<file path="src/rtl/ring_termination_detector_node_defines.svh">
// Assertion macros shared by the termination detector RTL.
// Define NO_ASSERTIONS to compile every check away.
`ifndef RING_TERMINATION_DETECTOR_NODE_DEFINES_SVH
`define RING_TERMINATION_DETECTOR_NODE_DEFINES_SVH

`ifndef NO_ASSERTIONS

// Checked at every rising edge of clk_i while rst_ni is high.
`define RTD_ASSERT(lbl, prop, msg) \
  lbl: assert property (@(posedge clk_i) disable iff (!rst_ni) prop) else $error(msg);

// Checked at every rising edge of clk_i, during reset as well.
`define RTD_ASSERT_ALWAYS(lbl, prop, msg) \
  lbl: assert property (@(posedge clk_i) prop) else $error(msg);

`else

`define RTD_ASSERT(lbl, prop, msg)
`define RTD_ASSERT_ALWAYS(lbl, prop, msg)

`endif

`endif

</file>
<file path="src/rtl/rtd_pkg.sv">
package rtd_pkg;

  localparam int MAX_NODES   = 16;
  localparam int STAMP_WIDTH = 16;
  localparam int COUNT_WIDTH = 16;
  localparam int NODE_WIDTH  = 4;
  localparam int RING_WIDTH  = 5;

  localparam logic [STAMP_WIDTH-1:0] STAMP_MAX = '1;

  // Event opcodes.
  localparam logic [2:0] OP_BASIC_RECV = 3'd0;
  localparam logic [2:0] OP_BASIC_SEND = 3'd1;
  localparam logic [2:0] OP_LOCAL_WORK = 3'd2;
  localparam logic [2:0] OP_GO_PASSIVE = 3'd3;
  localparam logic [2:0] OP_CTRL_RECV  = 3'd4;
  localparam logic [2:0] OP_TERM_NOTE  = 3'd5;

  // Kinds of emitted messages.
  localparam logic [1:0] KIND_BASIC = 2'd0;
  localparam logic [1:0] KIND_TOKEN = 2'd1;
  localparam logic [1:0] KIND_TERM  = 2'd2;

  // Configuration register indexes.
  localparam logic REG_NODE_ID   = 1'b0;
  localparam logic REG_RING_SIZE = 1'b1;

  typedef struct packed {
    logic [2:0]                    opcode;
    logic [STAMP_WIDTH-1:0]        msg_stamp;
    logic signed [COUNT_WIDTH-1:0] wave_count;
    logic                          wave_dirty;
    logic [NODE_WIDTH-1:0]         wave_initiator;
    logic [NODE_WIDTH-1:0]         peer;
  } item_t;

  typedef struct packed {
    logic [1:0]                    kind;
    logic [NODE_WIDTH-1:0]         dest;
    logic [STAMP_WIDTH-1:0]        stamp;
    logic signed [COUNT_WIDTH-1:0] count;
    logic                          dirty;
    logic [NODE_WIDTH-1:0]         initiator;
    logic                          done;
  } result_t;

endpackage

</file>
<file path="src/rtl/rtd_core.sv">
`include "ring_termination_detector_node_defines.svh"

module rtd_core
  import rtd_pkg::*;
(
  input  logic                  clk_i,
  input  logic                  rst_ni,
  input  logic                  fire_i,
  input  item_t                 item_i,
  input  logic [NODE_WIDTH-1:0] node_id_i,
  input  logic [RING_WIDTH-1:0] ring_size_i,
  output logic                  emit_o,
  output result_t               result_o
);

  logic signed [COUNT_WIDTH-1:0] pc_q, pc_d;
  logic [STAMP_WIDTH-1:0]        clock_q, clock_d;
  logic [STAMP_WIDTH-1:0]        latest_q, latest_d;
  logic                          active_q, active_d;
  logic                          waiting_q, waiting_d;
  logic                          term_q, term_d;

  logic [RING_WIDTH-1:0]         next_raw;
  logic [NODE_WIDTH-1:0]         next_node;
  logic signed [COUNT_WIDTH:0]   fwd_sum;
  logic signed [COUNT_WIDTH-1:0] fwd_count;
  logic [STAMP_WIDTH-1:0]        clock_max;
  logic                          fwd_dirty;

  // Successor on the ring, wrapping at the ring size or at the node limit.
  assign next_raw  = RING_WIDTH'(node_id_i) + RING_WIDTH'(1);
  assign next_node = ((next_raw >= ring_size_i) || (next_raw >= RING_WIDTH'(MAX_NODES)))
                     ? '0 : next_raw[NODE_WIDTH-1:0];

  // Token count plus local count, saturated to the count range.
  assign fwd_sum = {item_i.wave_count[COUNT_WIDTH-1], item_i.wave_count}
                 + {pc_q[COUNT_WIDTH-1], pc_q};
  always_comb begin
    if (fwd_sum[COUNT_WIDTH] != fwd_sum[COUNT_WIDTH-1]) begin
      fwd_count = fwd_sum[COUNT_WIDTH] ? {1'b1, {(COUNT_WIDTH-1){1'b0}}}
                                       : {1'b0, {(COUNT_WIDTH-1){1'b1}}};
    end else begin
      fwd_count = fwd_sum[COUNT_WIDTH-1:0];
    end
  end

  assign clock_max = (item_i.msg_stamp > clock_q) ? item_i.msg_stamp : clock_q;
  assign fwd_dirty = item_i.wave_dirty || (latest_q >= item_i.msg_stamp) || active_q;

  always_comb begin
    pc_d      = pc_q;
    clock_d   = clock_q;
    latest_d  = latest_q;
    active_d  = active_q;
    waiting_d = waiting_q;
    term_d    = term_q;
    emit_o    = 1'b0;
    result_o  = '0;
    if (!term_q) begin
      unique case (item_i.opcode)
        OP_BASIC_RECV: begin
          if (pc_q != {1'b1, {(COUNT_WIDTH-1){1'b0}}}) begin
            pc_d = pc_q - COUNT_WIDTH'(1);
          end
          if (item_i.msg_stamp > latest_q) begin
            latest_d = item_i.msg_stamp;
          end
        end
        OP_BASIC_SEND: begin
          if (pc_q != {1'b0, {(COUNT_WIDTH-1){1'b1}}}) begin
            pc_d = pc_q + COUNT_WIDTH'(1);
          end
          active_d       = 1'b1;
          emit_o         = 1'b1;
          result_o.kind  = KIND_BASIC;
          result_o.dest  = item_i.peer;
          result_o.stamp = clock_q;
        end
        OP_LOCAL_WORK: begin
          active_d = 1'b1;
        end
        OP_GO_PASSIVE: begin
          active_d = 1'b0;
          if (!waiting_q) begin
            if (clock_q != STAMP_MAX) begin
              clock_d = clock_q + STAMP_WIDTH'(1);
            end
            waiting_d          = 1'b1;
            emit_o             = 1'b1;
            result_o.kind      = KIND_TOKEN;
            result_o.dest      = next_node;
            result_o.stamp     = clock_d;
            result_o.count     = pc_q;
            result_o.initiator = node_id_i;
          end
        end
        OP_CTRL_RECV: begin
          clock_d = clock_max;
          if (item_i.wave_initiator == node_id_i) begin
            if ((item_i.wave_count == '0) && !item_i.wave_dirty) begin
              term_d             = 1'b1;
              emit_o             = 1'b1;
              result_o.kind      = KIND_TERM;
              result_o.stamp     = clock_max;
              result_o.initiator = node_id_i;
              result_o.done      = 1'b1;
            end else begin
              waiting_d = 1'b0;
              active_d  = 1'b1;
            end
          end else begin
            emit_o             = 1'b1;
            result_o.kind      = KIND_TOKEN;
            result_o.dest      = next_node;
            result_o.stamp     = item_i.msg_stamp;
            result_o.count     = fwd_count;
            result_o.dirty     = fwd_dirty;
            result_o.initiator = item_i.wave_initiator;
          end
        end
        OP_TERM_NOTE: begin
          term_d = 1'b1;
        end
        default: begin
        end
      endcase
    end
  end

  always_ff @(posedge clk_i or negedge rst_ni) begin
    if (!rst_ni) begin
      pc_q      <= '0;
      clock_q   <= '0;
      latest_q  <= '0;
      active_q  <= 1'b1;
      waiting_q <= 1'b0;
      term_q    <= 1'b0;
    end else if (fire_i) begin
      pc_q      <= pc_d;
      clock_q   <= clock_d;
      latest_q  <= latest_d;
      active_q  <= active_d;
      waiting_q <= waiting_d;
      term_q    <= term_d;
    end
  end

  `RTD_ASSERT(a_term_sticky, term_q |=> term_q, "terminated flag dropped")
  `RTD_ASSERT_ALWAYS(a_term_silent, term_q |-> !emit_o, "result after termination")
  `RTD_ASSERT(a_passive_waits,
    (fire_i && !term_q && (item_i.opcode == OP_GO_PASSIVE)) |=> waiting_q,
    "go passive did not leave the node waiting")

endmodule

</file>
<file path="src/rtl/ring_termination_detector_node.sv">
// A beat taken from the input waits in the input register; its result is loaded into the
// result register when the beat advances, and the sink takes it from there.
// Throughput: one event per cycle while results are taken. A held result stalls the
// input only once an event that produces a result sits in the input register.
// Events that produce no result pass even while the result register is held.
// Reset (rst_ni low, asynchronous) empties both registers and restores node state.
`include "ring_termination_detector_node_defines.svh"

module ring_termination_detector_node
  import rtd_pkg::*;
(
  input  logic                          clk_i,
  input  logic                          rst_ni,

  input  logic                          psel,
  input  logic                          penable,
  input  logic                          pwrite,
  input  logic [2:0]                    paddr,
  input  logic [31:0]                   pwdata,
  output logic [31:0]                   prdata,
  output logic                          pready,

  input  logic                          in_valid_i,
  output logic                          in_stall_o,
  input  logic [2:0]                    opcode_i,
  input  logic [STAMP_WIDTH-1:0]        msg_stamp_i,
  input  logic signed [COUNT_WIDTH-1:0] wave_count_i,
  input  logic                          wave_dirty_i,
  input  logic [NODE_WIDTH-1:0]         wave_initiator_i,
  input  logic [NODE_WIDTH-1:0]         peer_i,

  output logic                          out_valid_o,
  input  logic                          out_stall_i,
  output logic [1:0]                    kind_o,
  output logic [NODE_WIDTH-1:0]         dest_o,
  output logic [STAMP_WIDTH-1:0]        out_stamp_o,
  output logic signed [COUNT_WIDTH-1:0] out_count_o,
  output logic                          out_dirty_o,
  output logic [NODE_WIDTH-1:0]         out_initiator_o,
  output logic                          done_res_o
);

  // Configuration registers. The register index is the word address, so
  // node_id sits at byte address 0 and ring_size at byte address 4.
  logic [NODE_WIDTH-1:0] node_id_q;
  logic [RING_WIDTH-1:0] ring_size_q;
  logic                  cfg_write;

  assign pready    = 1'b1;
  assign cfg_write = psel && penable && pwrite;

  always_ff @(posedge clk_i or negedge rst_ni) begin
    if (!rst_ni) begin
      node_id_q   <= '0;
      ring_size_q <= RING_WIDTH'(4);
    end else if (cfg_write) begin
      unique case (paddr[2])
        REG_NODE_ID:   node_id_q   <= pwdata[NODE_WIDTH-1:0];
        REG_RING_SIZE: ring_size_q <= pwdata[RING_WIDTH-1:0];
        default: begin
        end
      endcase
    end
  end

  always_comb begin
    unique case (paddr[2])
      REG_NODE_ID:   prdata = 32'(node_id_q);
      REG_RING_SIZE: prdata = 32'(ring_size_q);
      default:       prdata = '0;
    endcase
  end

  // Input register. A beat sits here while the node state is read and the
  // result is formed; it leaves when the result register can take its
  // result, or at once if the event produces none.
  logic    s1_valid_q;
  item_t   s1_item_q;
  logic    in_accept;
  logic    s1_adv;
  logic    out_free;
  logic    core_emit;
  result_t core_result;

  logic    out_valid_q;
  result_t out_q;

  assign out_free   = !out_valid_q || !out_stall_i;
  assign s1_adv     = s1_valid_q && (out_free || !core_emit);
  assign in_stall_o = s1_valid_q && !s1_adv;
  assign in_accept  = in_valid_i && !in_stall_o;

  always_ff @(posedge clk_i or negedge rst_ni) begin
    if (!rst_ni) begin
      s1_valid_q <= 1'b0;
    end else if (in_accept) begin
      s1_valid_q <= 1'b1;
    end else if (s1_adv) begin
      s1_valid_q <= 1'b0;
    end
  end

  always_ff @(posedge clk_i) begin
    if (in_accept) begin
      s1_item_q <= '{opcode:         opcode_i,
                     msg_stamp:      msg_stamp_i,
                     wave_count:     wave_count_i,
                     wave_dirty:     wave_dirty_i,
                     wave_initiator: wave_initiator_i,
                     peer:           peer_i};
    end
  end

  // Node state and event decode. State commits when the beat advances.
  rtd_core u_core (
    .clk_i       (clk_i),
    .rst_ni      (rst_ni),
    .fire_i      (s1_adv),
    .item_i      (s1_item_q),
    .node_id_i   (node_id_q),
    .ring_size_i (ring_size_q),
    .emit_o      (core_emit),
    .result_o    (core_result)
  );

  // Result register. It reloads in the same cycle that its beat is taken.
  always_ff @(posedge clk_i or negedge rst_ni) begin
    if (!rst_ni) begin
      out_valid_q <= 1'b0;
    end else if (s1_adv && core_emit) begin
      out_valid_q <= 1'b1;
    end else if (!out_stall_i) begin
      out_valid_q <= 1'b0;
    end
  end

  always_ff @(posedge clk_i) begin
    if (s1_adv && core_emit) begin
      out_q <= core_result;
    end
  end

  assign out_valid_o     = out_valid_q;
  assign kind_o          = out_q.kind;
  assign dest_o          = out_q.dest;
  assign out_stamp_o     = out_q.stamp;
  assign out_count_o     = out_q.count;
  assign out_dirty_o     = out_q.dirty;
  assign out_initiator_o = out_q.initiator;
  assign done_res_o      = out_q.done;

  // A beat that overtakes a held result must be one that produces nothing.
  `RTD_ASSERT(a_no_overwrite, (s1_adv && !out_free) |-> !core_emit,
    "result register overwritten while held")
  // The input only stalls behind a beat that is really waiting.
  `RTD_ASSERT(a_stall_cause, in_stall_o |-> (s1_valid_q && core_emit && !out_free),
    "input stalled without a waiting result")
  // A stalled result stays offered and does not change.
  `RTD_ASSERT(a_out_hold, (out_valid_o && out_stall_i) |=> (out_valid_o && $stable(out_q)),
    "stalled result changed or vanished")

endmodule

</file>
<file path="config.mk">
export PLATFORM = sky130hd
export DESIGN_NAME = ring_termination_detector_node
export DESIGN_NICKNAME = d
export VERILOG_FILES = /design/src/rtl/rtd_pkg.sv /design/src/rtl/rtd_core.sv /design/src/rtl/ring_termination_detector_node.sv
export VERILOG_INCLUDE_DIRS = /design/src /design/src/rtl
export SDC_FILE = /design/constraint.sdc
export NUM_CORES = 1
export LEC_CHECK = 0
export CORE_ASPECT_RATIO = 0.7
export CORE_MARGIN = 8
export CORE_UTILIZATION = 45
export CTS_BUF_LIST = sky130_fd_sc_hd__clkbuf_8
export CTS_CLUSTER_SIZE = 24
export DETAILED_ROUTE_END_ITERATION = 7
export DONT_BUFFER_PORTS = 1
export REMOVE_ABC_BUFFERS = 1
export SKIP_CTS_REPAIR_TIMING = 1
export SLEW_MARGIN = 25
export SYNTH_ARGS = -nofsm -noshare
export SYNTH_HDL_FRONTEND = slang
export SYNTH_HIERARCHICAL = 1
export SYNTH_SLANG_ARGS = --single-unit
export TNS_END_PERCENT = 100
</file>
<file path="constraint.sdc">
create_clock -name clk_i -period 5.2 [get_ports clk_i]
set_input_delay 1.04 -clock clk_i [delete_from_list [all_inputs] [get_ports clk_i]]
set_output_delay 1.04 -clock clk_i [all_outputs]
set_load 0.01 [all_outputs]
</file>
==> reports/qor.yml <==
yosysUniqueCellTypes: 79
hpwlAfterDp_um: 19300
syn_avg_cell_area_sq_um: 10.1
grt_pass1_vias: 6960
grt_usage_pct: 20.5
cts_sinks: 150
post-route-period-util_pct: 84.3
ys_async_sr_fraction_pct: 41.3
dieWidth_um: 190
layout_min_cycle_time_ps: 4380
rsz0062_at_grt: "false"
ant_nets: 0
slew_viol_final: 0
drt_first_pass_iters: 6
final_nets: 1098
synth_top_area_share_pct: 27.7
fillers: 1956
grt_first_pass_wirelength_um: 41400
core-area_sq_um: 20800
yosys.area.top_type: "edfxtp_1"
hold_ws_ps: 259
hold_class: "input pin to asynchronous set/reset pin"
root_buffer: "clkbuf_8"
route.vias.total: 7416
r2r_cells: 13
antenna_found_initial: 0
grt-ovfl-total: 0
crit_arrival_ps: 4560
fmax_mhz: 228
synthFlopType: "edfxtp_1"
finalHoldViolations: 0
yosysMostFrequentCell: "a21oi_1"
maxCapViolCount: 0
yosysWarnings: 6
dp_cells: 1196
tns_ps: 0
powerDensity_nw_per_um2: 263
cts_buffers: 17
status: "complete, no violations"
multi_input_area_sq_um: 4880
drt_iter0_markers: 821
viasPerCell: 6.03
max_stage_delay_ps: 650
synth_area_leaders: "edfxtp_1 (28%), dfrtp_1 (16%), ha_1 (9.3%)"
synth_common_cells: "a21oi_1 (102), edfxtp_1 (88), ha_1 (71)"
gp_congestion: 0.892
cp_max_fo: 16
p_leak_nw: 3.91
clock_latency_ps: 470
end_kind: "register"
clk_path_buf_depth: 2
setup_slack_ps: 817
pre_cts_ws_ps: 949
htree_num_levels: 4
syn_inst: 941
fp.dieArea_sq_um: 26100
area.growth.synth_to_final_pct: 6.54
met1_length_um: 13700
seq_area_frac_synth_pct: 44.1
critPathKind: "register to register"
drt_wl_total_um: 26500
dieHeight_um: 138
finalNonFillerCells: 1229
setup_viol: 0
crit_path_start_kind: "register"
skew_ps: 13.7
clk_pin_slew_ps: 90
initial_core_util_pct: 45.9
cp.required_ps: 5370
cp_slowest_cell: "ha_1"
regArea_sq_um: 4200
num_io_pins: 165
cts_tree: "built"
layout-drive-gt1-share_pct: 9.45
relSlewSlack_pct: 31.1
wire_per_inst_um: 21.6
synth_edf_count: 88
route.met2.wl_um: 9810
placementRows: 44
mappedNetlistArea_sq_um: 9520
drc: 0
total_power_w: 0.00267
worstMarginPinSlew_ps: 1020
vdd_drop_max_uv: 187
synth_seq_cells: 150
numPortBuffers: 0
top_layer_used: "met4"
crit_chain: "ha_1 -> a211oi_1 -> o21a_1 -> nor3_1 -> o41ai_2 -> o21bai_1 -> a21oi_1 -> xnor2_1 -> ha_1 -> inv_1 -> o311a_1 -> o21ai_1 -> a21oi_1"
wl_met3_um: 2810
grt_start_max_net_pins: 63
-- placed cells by master, fill, tap and decap left out, types with 10 or more instances in the layout --
master / n
a21oi_1: 101
nand3_1: 19
xnor2_1: 25
a31oi_1: 16
mux2_1: 22
o21ai_0: 40
clkbuf_8: 19
nor2_1: 45
inv_1: 49
buf_4: 16
nor4_1: 11
a21o_1: 15
nor3_1: 22
mux2_2: 15
edfxtp_1: 88
o21ai_1: 28
nand4_1: 13
dfrtp_1: 60
o22ai_1: 20
ha_1: 71
and3_1: 10
conb_1: 28
nand2_1: 67
-- report_power, final --
| group | switching [W] | leakage [nW] | internal (W) |
|---|---|---|---|
| sequential | 0.0000630 | 1.55 | 0.00131 |
| combinational | 0.000208 | 2.15 | 0.000151 |
| clock | 0.000484 | 0.208 | 0.000458 |
| total | 0.000755 | 3.91 | 0.00191 |
-- worst max-delay path: cells and delay by family (launching register included) --
family / cells / cell delay (ps)
AOI/OAI and AO/OA: 8 / 2220
xor gates and xnor gates: 1 / 110
DFF: 1 / 550
and+or+nand+nor: 1 / 100
adders and majority gates: 2 / 960
buffers and inverters: 1 / 170
-- area by class of cell --
type	count	share of cell area, %
antenna	1	0.0247
clock buffer	19	2.58
clock inverter	13	1.42
inverter	51	1.89
multi-input combinational	703	48.1
sequential	150	41.4
tap	276	3.40
timing repair buffer	16	1.18
-- final timing paths --
check / start / endpoint / slack (ps)
max in group asynchronous: rst_ni / u_core/active_q$_DFFE_PN1P_ / 4710
min reg2reg: u_core/latest_q[6]$_DFFE_PN0P_ / u_core/latest_q[6]$_DFFE_PN0P_ / 490
max: u_core/pc_q[1]$_DFFE_PN0P_ / out_count_o[7]$_DFFE_PP_ / 820
min: rst_ni / u_core/clock_q[14]$_DFFE_PN0P_ / 260
max reg2reg: u_core/pc_q[1]$_DFFE_PN0P_ / out_count_o[7]$_DFFE_PP_ / 820
min in group clk_i: u_core/latest_q[6]$_DFFE_PN0P_ / u_core/latest_q[6]$_DFFE_PN0P_ / 490
-- cell families (layout without fill, tap and decap cells) --
logic type                 Yosys count  count (layout)  share of synthesized area [%]
AOI/OAI and AO/OA                  293             293                           19.1
and+or+nand+nor                    231             231                           12.8
DFF                                150             150                           44.1
buffers and inverters              114              99                           5.79
adders and majority gates           73              73                           9.75
muxes                               44              44                           5.32
xor gates and xnor gates            34              34                           3.13
other                                2              29                         0.0789
-- flip-flops by register name (all words and copies together) (netlist names), 2 cells and up --
signal           count
dest_o               4
kind_o               2
node_id_q            4
out_count_o         16
out_initiator_o      4
out_stamp_o         16
ring_size_q          5
s1_item_q           44
u_core/clock_q      16
u_core/latest_q     16
u_core/pc_q         16
-- layer usage --
layer	track usage, %	up-vias
met1	32.6	3554
met2	26.8	370
li1	-	3475
met5	0	-
met4	4.55	0
met3	5.16	17
-- metrics by stage --
stage	utilization, %	cell area [sq um]
floorplan	-	9260
global placement	46.9	9740
detailed placement	46.9	9740
CTS	48.9	10100
global route	48.9	10100
finish	48.9	10100
No activity file was read; power rests on OpenSTA's default activity.
